File: config.mk
export PLATFORM = sky130hd
export DESIGN_NAME = two_phase_capacity_reservation_table_unit
export DESIGN_NICKNAME = d
export VERILOG_FILES = /design/src/design/tpcrt_pkg.sv /design/src/design/tpcrt_front.sv /design/src/design/tpcrt_back.sv /design/src/design/two_phase_capacity_reservation_table_unit.sv
export SDC_FILE = /design/constraint.sdc
export NUM_CORES = 2
export LEC_CHECK = 0
export BUFFER_PORTS_ARGS = -buffer_cell sky130_fd_sc_hd__buf_4
export CORE_ASPECT_RATIO = 0.8
export CORE_UTILIZATION = 45
export CTS_CLUSTER_DIAMETER = 150
export DETAILED_ROUTE_END_ITERATION = 8
export PLACE_DENSITY = 0.69
export SLEW_MARGIN = 20
export SYNTH_ARGS = -nofsm -noshare
export SYNTH_HDL_FRONTEND = slang
export SYNTH_SLANG_ARGS = --single-unit
File: constraint.sdc
create_clock -name clk -period 11 [get_ports clk]
set_input_delay 2.2 -clock clk [delete_from_list [all_inputs] [get_ports clk]]
set_output_delay 2.2 -clock clk [all_outputs]
set_load 0.05 [all_outputs]
File: src/design/tpcrt_pkg.sv
// Package for the two-phase capacity reservation table unit.
// Types, op and status codes shared by the front, back and top-level modules.
// No dependencies.
`default_nettype none
package tpcrt_pkg;

  localparam int unsigned TableDepthDef = 16;
  localparam int unsigned IdWidthDef    = 32;
  localparam int unsigned CfgIdxW       = 1;
  localparam int unsigned CfgDataW      = 32;

  typedef enum logic [2:0] {
    OP_BEGIN    = 3'd0,
    OP_COMMIT   = 3'd1,
    OP_ROLLBACK = 3'd2,
    OP_RELEASE  = 3'd3,
    OP_LOOKUP   = 3'd4
  } op_e;

  typedef enum logic [3:0] {
    ST_OK        = 4'd0,
    ST_BUSY      = 4'd1,
    ST_ZERO_COST = 4'd2,
    ST_DUPLICATE = 4'd3,
    ST_IDS_EXH   = 4'd4,
    ST_NO_CAP    = 4'd5,
    ST_TBL_FULL  = 4'd6,
    ST_NOT_FOUND = 4'd7,
    ST_NO_TENT   = 4'd8
  } status_e;

  localparam logic [CfgIdxW-1:0] CFG_SEQ_CAP = 1'b0;
  localparam logic [CfgIdxW-1:0] CFG_KV_CAP  = 1'b1;

  typedef struct packed {
    logic [2:0]  op;
    logic [31:0] request_id;
    logic [15:0] seq_cost;
    logic [31:0] kv_cost;
    logic [31:0] reservation_id;
  } in_item_t;

  typedef struct packed {
    logic [3:0]  status;
    logic [31:0] granted_id;
    logic        found;
    logic [15:0] found_seq_cost;
    logic [31:0] found_kv_cost;
    logic [15:0] seq_in_use;
    logic [31:0] kv_in_use;
    logic [4:0]  live_count;
  } out_item_t;

  // Front-end classification handed to the back end with the item.
  typedef struct packed {
    logic     zero_cost;
    logic     known_op;
    in_item_t item;
  } cls_item_t;

  typedef enum logic [1:0] {
    BK_IDLE = 2'd0,
    BK_SCAN = 2'd1,
    BK_EXEC = 2'd2,
    BK_OUT  = 2'd3
  } bk_state_e;

endpackage
`default_nettype wire

File: src/design/tpcrt_front.sv
// Front end: takes input items, classifies them and loads a two-entry queue.
// Depends on tpcrt_pkg.
`default_nettype none
module tpcrt_front (
  input  wire                   clk,
  input  wire                   rst_n,
  input  wire                   in_push,
  input  tpcrt_pkg::in_item_t   in_data,
  output logic                  in_full,
  output tpcrt_pkg::cls_item_t  q_data,
  output logic                  q_valid,
  input  wire                   q_take
);
  import tpcrt_pkg::*;

  cls_item_t  buf_r [2];
  logic       rd_r, rd_nxt, wr_r, wr_nxt;
  logic [1:0] cnt_r, cnt_nxt;
  cls_item_t  cls;
  logic       do_push, do_pop;

  // classify
  always_comb begin
    cls.item      = in_data;
    cls.zero_cost = (in_data.seq_cost == '0) || (in_data.kv_cost == '0);
    cls.known_op  = (in_data.op <= OP_LOOKUP);
  end

  assign in_full = (cnt_r == 2'd2);
  assign do_push = in_push && !in_full;
  assign q_valid = (cnt_r != 2'd0);
  assign do_pop  = q_take && q_valid;
  assign q_data  = buf_r[rd_r];

  always_comb begin
    rd_nxt  = rd_r ^ do_pop;
    wr_nxt  = wr_r ^ do_push;
    cnt_nxt = cnt_r + {1'b0, do_push} - {1'b0, do_pop};
  end

  always_ff @(posedge clk) begin
    if (!rst_n) begin
      rd_r  <= 1'b0;
      wr_r  <= 1'b0;
      cnt_r <= 2'd0;
    end else begin
      rd_r  <= rd_nxt;
      wr_r  <= wr_nxt;
      cnt_r <= cnt_nxt;
    end
  end

  always_ff @(posedge clk) begin
    if (do_push) begin
      buf_r[wr_r] <= cls;
    end
  end

`ifndef SYNTHESIS
  a_no_overfill: assert property (@(posedge clk) disable iff (!rst_n)
    cnt_r != 2'd3) else $error("front queue count out of range");
  a_push_grows: assert property (@(posedge clk) disable iff (!rst_n)
    (do_push && !do_pop) |=> cnt_r == $past(cnt_r) + 2'd1)
    else $error("front queue count did not grow");
  a_pop_shrinks: assert property (@(posedge clk) disable iff (!rst_n)
    (do_pop && !do_push) |=> cnt_r == $past(cnt_r) - 2'd1)
    else $error("front queue count did not shrink");
`endif
endmodule
`default_nettype wire

File: src/design/tpcrt_back.sv
// Back end: scans the reservation table one slot a cycle, then applies the op.
// Depends on tpcrt_pkg.
`default_nettype none
module tpcrt_back #(
  parameter int unsigned TABLE_DEPTH = tpcrt_pkg::TableDepthDef,
  parameter int unsigned ID_WIDTH    = tpcrt_pkg::IdWidthDef
) (
  input  wire                   clk,
  input  wire                   rst_n,
  input  tpcrt_pkg::cls_item_t  q_data,
  input  wire                   q_valid,
  output logic                  q_take,
  input  wire  [15:0]           seq_cap,
  input  wire  [31:0]           kv_cap,
  output logic                  out_empty,
  input  wire                   out_pop,
  output tpcrt_pkg::out_item_t  out_data
);
  import tpcrt_pkg::*;

  localparam int unsigned SW = (TABLE_DEPTH > 1) ? $clog2(TABLE_DEPTH) : 1;
  localparam int unsigned CW = $clog2(TABLE_DEPTH + 1);
  localparam logic [ID_WIDTH-1:0] IdOnes = '1;

  // table storage; valid/committed cleared by reset, payload written on begin
  logic [TABLE_DEPTH-1:0] vld_r, cmt_r;
  logic [31:0]       req_r  [TABLE_DEPTH];
  logic [ID_WIDTH-1:0] id_r [TABLE_DEPTH];
  logic [15:0]       sc_r   [TABLE_DEPTH];
  logic [31:0]       kc_r   [TABLE_DEPTH];

  logic              tl_r;
  logic [SW-1:0]     ts_r;
  logic [ID_WIDTH-1:0] nid_r;
  logic [15:0]       su_r;
  logic [31:0]       ku_r;
  logic [CW-1:0]     live_r;

  bk_state_e         st_r, st_nxt;
  cls_item_t         it_r;
  logic [SW-1:0]     idx_r;
  logic              dup_r, hit_r, free_r;
  logic [SW-1:0]     hk_r, fs_r;
  out_item_t         res_r;
  logic              res_v_r;

  logic scan_last;
  assign scan_last = (idx_r == SW'(TABLE_DEPTH - 1));

  // next state
  always_comb begin
    st_nxt = st_r;
    unique case (st_r)
      BK_IDLE: if (q_valid) st_nxt = BK_SCAN;
      BK_SCAN: if (scan_last) st_nxt = BK_EXEC;
      BK_EXEC: st_nxt = BK_OUT;
      BK_OUT:  if (!res_v_r || out_pop) st_nxt = BK_IDLE;
      default: st_nxt = BK_IDLE;
    endcase
  end

  // outputs of the sequencer
  always_comb begin
    q_take = (st_r == BK_IDLE) && q_valid;
  end

  assign out_empty = !res_v_r;
  assign out_data  = res_r;

  // op execution terms
  logic [16:0] seq_sum;
  logic [32:0] kv_sum;
  logic [ID_WIDTH-1:0] nid_ext;
  always_comb begin
    seq_sum = {1'b0, su_r} + {1'b0, it_r.item.seq_cost};
    kv_sum  = {1'b0, ku_r} + {1'b0, it_r.item.kv_cost};
    nid_ext = nid_r;
  end

  logic [16:0] c_seq;
  logic [32:0] c_kv;
  always_comb begin
    c_seq = {1'b0, su_r} + {1'b0, sc_r[ts_r]};
    c_kv  = {1'b0, ku_r} + {1'b0, kc_r[ts_r]};
  end

  // saturated totals after a commit or a release
  logic [15:0] seq_cm, seq_rl;
  logic [31:0] kv_cm, kv_rl;
  always_comb begin
    seq_cm = c_seq[16] ? 16'hFFFF : c_seq[15:0];
    kv_cm  = c_kv[32] ? 32'hFFFF_FFFF : c_kv[31:0];
    seq_rl = (su_r >= sc_r[hk_r]) ? su_r - sc_r[hk_r] : '0;
    kv_rl  = (ku_r >= kc_r[hk_r]) ? ku_r - kc_r[hk_r] : '0;
  end

  // result of the op in the execute cycle
  out_item_t res_nxt;
  always_comb begin
    res_nxt            = '0;
    res_nxt.status     = ST_OK;
    res_nxt.seq_in_use = su_r;
    res_nxt.kv_in_use  = ku_r;
    res_nxt.live_count = 5'(live_r);
    if (it_r.known_op) begin
      unique case (op_e'(it_r.item.op))
        OP_BEGIN: begin
          priority if (tl_r) res_nxt.status = ST_BUSY;
          else if (it_r.zero_cost) res_nxt.status = ST_ZERO_COST;
          else if (dup_r) res_nxt.status = ST_DUPLICATE;
          else if (nid_r == IdOnes) res_nxt.status = ST_IDS_EXH;
          else if (seq_sum > {1'b0, seq_cap} || kv_sum > {1'b0, kv_cap})
            res_nxt.status = ST_NO_CAP;
          else if (!free_r) res_nxt.status = ST_TBL_FULL;
          else res_nxt.granted_id = 32'(nid_ext);
        end
        OP_COMMIT: begin
          if (!tl_r) res_nxt.status = ST_NO_TENT;
          else begin
            res_nxt.seq_in_use = seq_cm;
            res_nxt.kv_in_use  = kv_cm;
            res_nxt.live_count = 5'(live_r + CW'(1));
            res_nxt.granted_id = 32'(id_r[ts_r]);
          end
        end
        OP_ROLLBACK: begin
          if (!tl_r) res_nxt.status = ST_NO_TENT;
        end
        OP_RELEASE: begin
          if (!hit_r) res_nxt.status = ST_NOT_FOUND;
          else begin
            res_nxt.seq_in_use = seq_rl;
            res_nxt.kv_in_use  = kv_rl;
            res_nxt.live_count = 5'(live_r - CW'(1));
          end
        end
        OP_LOOKUP: begin
          if (!hit_r) res_nxt.status = ST_NOT_FOUND;
          else begin
            res_nxt.found          = 1'b1;
            res_nxt.found_seq_cost = sc_r[hk_r];
            res_nxt.found_kv_cost  = kc_r[hk_r];
          end
        end
        default: ;
      endcase
    end
  end

  always_ff @(posedge clk) begin
    if (!rst_n) begin
      st_r    <= BK_IDLE;
      vld_r   <= '0;
      cmt_r   <= '0;
      tl_r    <= 1'b0;
      ts_r    <= '0;
      nid_r   <= ID_WIDTH'(1);
      su_r    <= '0;
      ku_r    <= '0;
      live_r  <= '0;
      res_v_r <= 1'b0;
      idx_r   <= '0;
    end else begin
      st_r <= st_nxt;
      if (res_v_r && out_pop) res_v_r <= 1'b0;
      if (q_take) begin
        it_r   <= q_data;
        idx_r  <= '0;
        dup_r  <= 1'b0;
        hit_r  <= 1'b0;
        free_r <= 1'b0;
      end
      // one slot per cycle: duplicate, committed-id match, lowest free
      if (st_r == BK_SCAN) begin
        idx_r <= idx_r + SW'(1);
        if (vld_r[idx_r] && req_r[idx_r] == it_r.item.request_id) dup_r <= 1'b1;
        if (vld_r[idx_r] && cmt_r[idx_r] && !hit_r &&
            id_r[idx_r] == ID_WIDTH'(it_r.item.reservation_id)) begin
          hit_r <= 1'b1;
          hk_r  <= idx_r;
        end
        if (!vld_r[idx_r] && !free_r) begin
          free_r <= 1'b1;
          fs_r   <= idx_r;
        end
      end
      // apply the op when it succeeded
      if (st_r == BK_EXEC) begin
        res_v_r <= 1'b1;
        res_r   <= res_nxt;
        if (it_r.known_op && res_nxt.status == ST_OK) begin
          unique case (op_e'(it_r.item.op))
            OP_BEGIN: begin
              vld_r[fs_r] <= 1'b1;
              cmt_r[fs_r] <= 1'b0;
              req_r[fs_r] <= it_r.item.request_id;
              id_r[fs_r]  <= nid_r;
              sc_r[fs_r]  <= it_r.item.seq_cost;
              kc_r[fs_r]  <= it_r.item.kv_cost;
              tl_r        <= 1'b1;
              ts_r        <= fs_r;
            end
            OP_COMMIT: begin
              su_r        <= seq_cm;
              ku_r        <= kv_cm;
              cmt_r[ts_r] <= 1'b1;
              tl_r        <= 1'b0;
              live_r      <= live_r + CW'(1);
              nid_r       <= nid_r + ID_WIDTH'(1);
            end
            OP_ROLLBACK: begin
              vld_r[ts_r] <= 1'b0;
              cmt_r[ts_r] <= 1'b0;
              tl_r        <= 1'b0;
            end
            OP_RELEASE: begin
              su_r        <= seq_rl;
              ku_r        <= kv_rl;
              vld_r[hk_r] <= 1'b0;
              cmt_r[hk_r] <= 1'b0;
              live_r      <= live_r - CW'(1);
            end
            OP_LOOKUP: ;
            default: ;
          endcase
        end
      end
    end
  end

`ifndef SYNTHESIS
  a_live_cnt: assert property (@(posedge clk) disable iff (!rst_n)
    live_r == CW'($countones(vld_r & cmt_r))) else $error("live count drift");
  a_tent_valid: assert property (@(posedge clk) disable iff (!rst_n)
    tl_r |-> (vld_r[ts_r] && !cmt_r[ts_r])) else $error("tentative slot lost");
  a_cmt_valid: assert property (@(posedge clk) disable iff (!rst_n)
    (cmt_r & ~vld_r) == '0) else $error("committed entry not valid");
  a_take_idle: assert property (@(posedge clk) disable iff (!rst_n)
    q_take |=> st_r == BK_SCAN) else $error("take without scan");
`endif
endmodule
`default_nettype wire

File: src/design/two_phase_capacity_reservation_table_unit.sv
// Channel  | dir | handshake         | payload
// in       | in  | in_push / in_full  | in_data  (in_item_t)
// out      | out | out_pop / out_empty| out_data (out_item_t)
// cfg      | in  | cfg_we             | cfg_idx, cfg_wdata
// In the back end, each item is taken from the queue, then one slot of the
// table is scanned per cycle, then the op executes, then the result
// is held. A two-entry queue in front keeps accepting while the back end works.
// rst_n is synchronous; it clears valid bits, totals and next id (to 1).
// A result waiting on out_pop stalls the back end; the front fills and raises full.
// Top level; depends on tpcrt_pkg, tpcrt_front, tpcrt_back.
`default_nettype none
module two_phase_capacity_reservation_table_unit #(
  parameter int unsigned TABLE_DEPTH = tpcrt_pkg::TableDepthDef,
  parameter int unsigned ID_WIDTH    = tpcrt_pkg::IdWidthDef
) (
  input  wire                                  clk,
  input  wire                                  rst_n,
  input  wire                                  in_push,
  output logic                                 in_full,
  input  tpcrt_pkg::in_item_t                  in_data,
  output logic                                 out_empty,
  input  wire                                  out_pop,
  output tpcrt_pkg::out_item_t                 out_data,
  input  wire                                  cfg_we,
  input  wire  [tpcrt_pkg::CfgIdxW-1:0]        cfg_idx,
  input  wire  [tpcrt_pkg::CfgDataW-1:0]       cfg_wdata
);
  import tpcrt_pkg::*;

  logic [15:0] seq_cap_r;
  logic [31:0] kv_cap_r;
  cls_item_t   q_data;
  logic        q_valid, q_take;

  // configuration registers
  always_ff @(posedge clk) begin
    if (!rst_n) begin
      seq_cap_r <= '0;
      kv_cap_r  <= '0;
    end else if (cfg_we) begin
      unique case (cfg_idx)
        CFG_SEQ_CAP: seq_cap_r <= cfg_wdata[15:0];
        CFG_KV_CAP:  kv_cap_r  <= cfg_wdata;
        default: ;
      endcase
    end
  end

  tpcrt_front u_front (
    .clk(clk), .rst_n(rst_n), .in_push(in_push), .in_data(in_data),
    .in_full(in_full), .q_data(q_data), .q_valid(q_valid), .q_take(q_take)
  );

  tpcrt_back #(.TABLE_DEPTH(TABLE_DEPTH), .ID_WIDTH(ID_WIDTH)) u_back (
    .clk(clk), .rst_n(rst_n), .q_data(q_data), .q_valid(q_valid),
    .q_take(q_take), .seq_cap(seq_cap_r), .kv_cap(kv_cap_r),
    .out_empty(out_empty), .out_pop(out_pop), .out_data(out_data)
  );
endmodule
`default_nettype wire

Word-level counts from Yosys, hierarchy flattened:

Memory sizes are Yosys's and may differ from the RTL's. A register that Yosys moved wholly into a read port is not among the register bits.
Index checks and enable logic that the tools add are counted.
W data, S select, Z words.

* RAM bits: 2026
* register bits: 330
* logic and storage cells: 215
* output and inout bits: 140
* memories kept: 5

Memories
* u_back.id_r: depth 16, bits a word 32, rd ports 2, clocked after Yosys merged registers in 2, write ports 1, line tpcrt_back.sv:28 `logic [ID_WIDTH-1:0] id_r [TABLE_DEPTH];`
* u_back.kc_r: depth 16, bits a word 32, rd ports 2, clocked after Yosys merged registers in 2, write ports 1, line tpcrt_back.sv:30 `logic [31:0] kc_r [TABLE_DEPTH];`
* u_back.req_r: depth 16, bits a word 32, rd ports 1, clocked after Yosys merged registers in 1, write ports 1, line tpcrt_back.sv:27 `logic [31:0] req_r [TABLE_DEPTH];`
* u_back.sc_r: depth 16, bits a word 16, rd ports 2, clocked after Yosys merged registers in 2, write ports 1, line tpcrt_back.sv:29 `logic [15:0] sc_r [TABLE_DEPTH];`
* u_front.buf_r: depth 2, bits a word 117, rd ports 1, clocked after Yosys merged registers in 1, write ports 1, line tpcrt_front.sv:16 `cls_item_t buf_r [2];`

* reduce and logical (&&, ||, !) cells: 50
* add/subtract/negate cells: 12
* bitwise logic cells: 13
* equality and inequality tests: 15
* muxes and demuxes: 79
* order comparisons: 12

Operator list (count)
* $mux W32: 9
* $mux W138: 1
* $pmux W32 S2: 2
* $mux W53: 2
* $pmux W53 S2: 1
* $mux W49: 2
* $and A16 B16 Y16: 5
* $mux W4: 20
* $add A32 B32 Y33: 2
* $eq A32 B32 Y1: 2
* $pmux W16 S4: 1
* $not A16 Y16: 3
* $pmux W16 S3: 1
* $add A16 B16 Y17: 2
* $gt A33 B32 Y1: 1
* $add A32 B1 Y32 const B: 1
* $eq A32 B32 Y1 const B: 1
* $ge A32 B32 Y1: 1
* $logic_not A32 Y1: 1
* $mux W16: 2
* $or A16 B16 Y16: 2
* $pmux W16 S2: 1
* $sub A32 B32 Y32: 1
* $reduce_and A3 Y1: 10
* 41 further kinds: 107

Depth between registers and ports, before layout:

* depth in word-level cells: 16
* mapped depth: 26

Hierarchy:

Synthesis repeated with hierarchy kept, for this count alone.

* cell total of the unflattened synthesis: 6368
* area total of the unflattened synthesis: 113397.5 µm²

By module, submodules not included
* tpcrt_back: cells each 5765, times used 1, area an instance 102640.9 µm²
* tpcrt_front: cells each 406, times used 1, area an instance 8903.5 µm²
* two_phase_capacity_reservation_table_unit: cells each 197, times used 1, area an instance 1853.0 µm²

Worst setup path after synthesis:

OpenSTA, ideal clock, no wires.

* path type: reg-to-reg
* from: reg u_back.it_r[32] (netlist bit)
* to: mem u_back.id_r[10][0] (netlist bit) (enable)
* stages on the path, launching flop included: 23
* path buffers: 0
* arrival time: 9.980 ns
* setup slack: 0.436 ns
* cell sequence: edfxtp_1 > ha_1 > inv_1 > fa_1 > nor2b_1 > o211a_1 > a21oi_2 > a211oi_2 > o41a_1 > a31o_2 > a21o_1 > a21oi_1 > xnor2_1 > ha_1 > nand4_1 > or4_1 > and4b_1 > nor3_1 > a211oi_1 > a31oi_1 > nand4_4 > or4_4 > nor2_1

* longest elaborated chain between the ends: 16

RTL lines
* from (decl): line tpcrt_back.sv:40 `cls_item_t it_r;`
* from (signal assigned): line tpcrt_back.sv:167 `it_r <= q_data;`
* $add A32 B32 Y33: line tpcrt_back.sv:76 `kv_sum = {1'b0, ku_r} + {1'b0, it_r.item.kv_cost};`
* $gt A33 B32 Y1: line tpcrt_back.sv:112 `else if (seq_sum > {1'b0, seq_cap} || kv_sum > {1'b0, kv_cap})`
* $logic_or A1 B1 Y1: line tpcrt_back.sv:112
* $mux W4: line tpcrt_back.sv:112
* $mux W4: line tpcrt_back.sv:111 `else if (nid_r == IdOnes) res_nxt.status = ST_IDS_EXH;`
* $mux W4: line tpcrt_back.sv:110 `else if (dup_r) res_nxt.status = ST_DUPLICATE;`
* $mux W4: line tpcrt_back.sv:109 `else if (it_r.zero_cost) res_nxt.status = ST_ZERO_COST;`
* $mux W4: line tpcrt_back.sv:108 `priority if (tl_r) res_nxt.status = ST_BUSY;`
* $pmux W4 S3: line tpcrt_back.sv:106 `unique case (op_e'(it_r.item.op))`
* $mux W138: line tpcrt_back.sv:105 `if (it_r.known_op) begin`
* $logic_not A4 Y1: line tpcrt_back.sv:191 `if (it_r.known_op && res_nxt.status == ST_OK) begin`
* $logic_and A1 B1 Y1: line tpcrt_back.sv:191
* $mux W1: line tpcrt_back.sv:191
* $mux W1: line tpcrt_back.sv:188 `if (st_r == BK_EXEC) begin`
* $mux W1: line tpcrt_back.sv:151 `if (!rst_n) begin`
* $mux W1 (implied by the code): line tpcrt_back.sv:197 `id_r[fs_r] <= nid_r;`
* to (decl): line tpcrt_back.sv:28

No other way between the ends.

Final worst setup path:

* from: reg u_back.it_r[34] (netlist bit)
* to: mem u_back.kc_r[14][0] (enable)

* longest elaborated chain between the ends: 16

RTL lines
* $add A32 B32 Y33: line tpcrt_back.sv:76
* $gt A33 B32 Y1: line tpcrt_back.sv:112
* $logic_or A1 B1 Y1: line tpcrt_back.sv:112
* $mux W4: line tpcrt_back.sv:112
* $mux W4: line tpcrt_back.sv:111
* $mux W4: line tpcrt_back.sv:110
* $mux W4: line tpcrt_back.sv:109
* $mux W4: line tpcrt_back.sv:108
* $pmux W4 S3: line tpcrt_back.sv:106
* $mux W138: line tpcrt_back.sv:105
* $logic_not A4 Y1: line tpcrt_back.sv:191
* $logic_and A1 B1 Y1: line tpcrt_back.sv:191
* $mux W1: line tpcrt_back.sv:191
* $mux W1: line tpcrt_back.sv:188
* $mux W1: line tpcrt_back.sv:151
* $mux W1 (implied by the code): line tpcrt_back.sv:199 `kc_r[fs_r] <= it_r.item.kv_cost;`
* to (decl): line tpcrt_back.sv:30

No other way between the ends.

==> flow_metrics.py <==
metrics = {
    "run_status": {
        "status": "completed",
    },
    "detailed_routing": {
        "vias": 64600,
        "postRouteAntennaNets": 0,
        "wl_per_cell_um": 32.0,
        "avgViaCountPerCell": 6.42,
        "drt-pass1-iter-count": 6,
        "drt_iter0_markers": 8858,
        "drcViolationCount": 0,
        "routed_wirelength_um": 322000,
    },
    "setup_path": {
        "reg2reg_from": "u_back.it_r[34]",
        "r2r-end": "u_back.kc_r[14][0]",
        "end_kind": "register",
        "rrSetupSlack_ps": 2080,
        "worstSetupStartpointType": "register",
        "worstPathRequired_ps": 11470,
        "worstPathArrival_ps": 9390,
        "worstSetupEndpoint": "u_back.kc_r[14][0]",
        "path_max_fanout": 76,
        "cp-startpoint": "u_back.it_r[34]",
        "r2r_cells": 22,
        "worstSetupPathType": "register to register",
    },
    "hold_path": {
        "min_from": "u_back.cmt_r[2]",
        "hp-class": "register to register",
    },
    "pwr": {
        "leakage_uw": 0.0404,
        "p_per_area_nw_per_um2": 183,
        "ir_worst_vdd_mv": 0.146,
    },
    "clock_tree": {
        "clk_latency_ps": 940,
        "tritoncts": "built",
        "path_clk_slew_ps": 60,
        "hold_buffers": 0,
        "numCtsBuffers": 249,
        "cts_root_buffer": "clkbuf_16",
        "cts-resized-gates": 0,
        "clock_sinks": 2485,
        "htreeDepth": 4,
        "cts_setup_buffers": 0,
        "clk_path_buf_depth": 4,
    },
    "logic_synthesis": {
        "async_reset_ff_share_pct": 0,
        "synth_cells": 6235,
        "ys_seq_area_share_pct": 64.9,
        "yosysWarnings": 0,
        "synth_fp_nets": 6599,
        "ys_types": 87,
        "post_synth_instance_area_um2": 112000,
        "synth_edf_count": 2292,
        "synth-seq-cells": 2485,
        "synth_ff_type": "edfxtp_1",
        "synth.avg_cell_area_um2": 18.0,
    },
    "finish": {
        "fin_nets": 6902,
        "multiInputGateArea_um2": 37600,
        "regArea_um2": 72700,
        "num-fill-cells": 19500,
        "area_delta_synth_final_pct": 13.3,
        "layout-drive-gt1-share_pct": 29.3,
        "fin_cells": 10100,
    },
    "grt": {
        "antenna_found_initial": 15,
        "grtUsageMet1_pct": 37.2,
        "grtUsageMet2_pct": 37.8,
        "globalRouteMet3Util_pct": 5.27,
        "grt_pass1_wl_um": 459000,
        "grt_pass1_vias": 63800,
        "grt.total_usage_pct": 25.4,
        "overflow": 0,
        "grt_max_degree": 122,
        "busiest_layer": "met2",
    },
    "sta": {
        "fin_skew_ps": 105,
        "setup_viol": 0,
        "finalCritPeriodShare_pct": 81.1,
        "fin_setup_tns_ps": 0,
        "worst_pin_slew_ps": 1240,
        "rsz0062_at_grt": "no",
        "whs_ps": 453,
        "hold_viol_final": 0,
        "post-route-min-period_ps": 8920,
        "fmax_mhz": 112,
        "slew_headroom_pct": 17.4,
        "drv_slew": 0,
    },
    "place": {
        "dp_cells": 9587,
        "hpwlAfterDp_um": 200000,
        "portBuffers": 292,
        "routabilityCongestion": 0.955,
    },
    "die": {
        "rows": 163,
        "pin_count": 293,
        "start_util_pct": 45.3,
        "die_w_um": 560,
        "die_h_um": 448,
        "coreArea_um2": 247000,
        "dieArea_um2": 251000,
    },
    "flow_run": {
        "drv.max_cap_violation_count": 0,
    },
}
-- cells by family after synthesis --
group / after synthesis / share of synthesized area (%)
mux: 1094 / 20.7
fa+ha+maj: 211 / 2.40
flops: 2485 / 64.9
simple gates: 906 / 3.83
xor+xnor: 218 / 1.70
buf+inv: 529 / 1.79
compound gates: 792 / 4.68
-- metal layers --
metal | vias up | wire, um
li1 | 26300 | -
met1 | 34000 | 133000
met2 | 3738 | 144000
met3 | 511 | 33100
met4 | 8 | 11800
met5 | - | 47
-- flip-flops by register name (all words and copies together), names as in the netlist, 16 cells and up, named ones only --
name / count
u_back.sc_r: 256
u_front.buf_r: 234
u_back.vld_r: 16
u_back.it_r: 117
u_back.id_r: 512
u_back.kc_r: 512
seq_cap_r: 16
u_back.su_r: 16
kv_cap_r: 32
u_back.cmt_r: 16
u_back.out_data: 138
u_back.ku_r: 32
u_back.req_r: 512
u_back.nid_ext: 32
-- synth_stat cells, drive strengths merged, types with 9 or more instances --
library cell	count	area, um2
o32ai	13	114
nor2b	32	200
ha	205	2560
and3	19	119
mux2	117	1320
nand3	61	310
a22oi	45	338
buf	91	362
dfxtp	193	3860
a21oi	245	1230
a221oi	11	96.3
nor3	89	445
clkbuf	263	987
mux4	970	21800
xnor2	149	1310
a22o	9	78.8
nor4	25	156
nor2	265	1000
a21o	51	383
nand2b	31	194
or2	21	131
o21bai	14	105
o22ai	13	81.3
nand4	50	334
o221ai	46	403
and2	17	106
edfxtp	2292	68800
inv	175	657
a21boi	24	180
a221o	19	190
o21a	25	188
a211oi	22	175
or3	24	155
o21ai	141	706
xor2	69	604
o211ai	21	158
a31oi	23	159
nand2	247	927
-- final cells by class --
cell class	count	share of cell area, %
Clock inverter	148	1.41
Timing Repair Buffer	406	2.66
Inverter	175	0.519
Sequential cell	2485	57.3
Clock buffer	311	5.26
Multi-Input combinational cell	3221	29.6
Antenna cell	9	0.0177
Tap cell	3300	3.25
-- through the flow --
stage	total power (uW)	area (um2)	setup slack, ps	util [%]
2_1_floorplan	13500	112000	436	-
4_1_cts	23300	127000	2230	51.4
6_report	23200	127000	2080	51.4
5_1_grt	23900	127000	1870	51.4
3_3_place_gp	14500	118000	2480	47.9
3_5_place_dp	14600	118000	2240	47.9
-- layout by cell type, fill, tap and decap left out, drive strengths merged, types with 31 or more instances in the layout --
| cell type | n |
|---|---|
| edfxtp | 2292 |
| mux4 | 970 |
| buf | 406 |
| clkbuf | 311 |
| nor2 | 265 |
| nand2 | 247 |
| a21oi | 245 |
| ha | 205 |
| dfxtp | 193 |
| inv | 185 |
| xnor2 | 149 |
| o21ai | 141 |
| mux2 | 117 |
| nor3 | 89 |
| clkinv | 82 |
| xor2 | 69 |
| nand3 | 61 |
| a21o | 51 |
| nand4 | 50 |
| o221ai | 46 |
| a22oi | 45 |
| bufinv | 35 |
| nor2b | 32 |
| nand2b | 31 |
-- worst min path at each step --
stage	slack [ps]	cells after the start	endpoint
floorplan	420	0	u_back.fs_r[2]
global placement	440	2	u_back.vld_r[6]
detailed placement	440	2	u_back.vld_r[2]
CTS	450	2	u_back.vld_r[2]
global route	470	2	u_back.cmt_r[3]
finish	450	2	u_back.cmt_r[2]
-- power by group --
part	switching, uW	total [uW]	leakage, uW	internal, uW
combinational	1710	2920	0.0139	1210
clock	3700	8830	0.00409	5130
sequential	523	11500	0.0225	10900
-- critical path, cell delays in order, from the launching register on --
cell      delay, ps
edfxtp_1        750
ha_1            400
nor2b_1         170
o211a_1         270
a21oi_2         390
a211oi_2        180
o41a_1          520
a31o_2          300
a21o_1          170
a21oi_1         170
xnor2_1          90
ha_1            300
nand4_1         200
nor4_1          430
o31ai_1         160
and4b_1         230
nor3_1          610
a211oi_1        170
a31oi_1         630
nand4_4         290
or3_1           600
nor2_4          780
buf_12          580
Note: power is estimated with default switching activity, not from simulation.
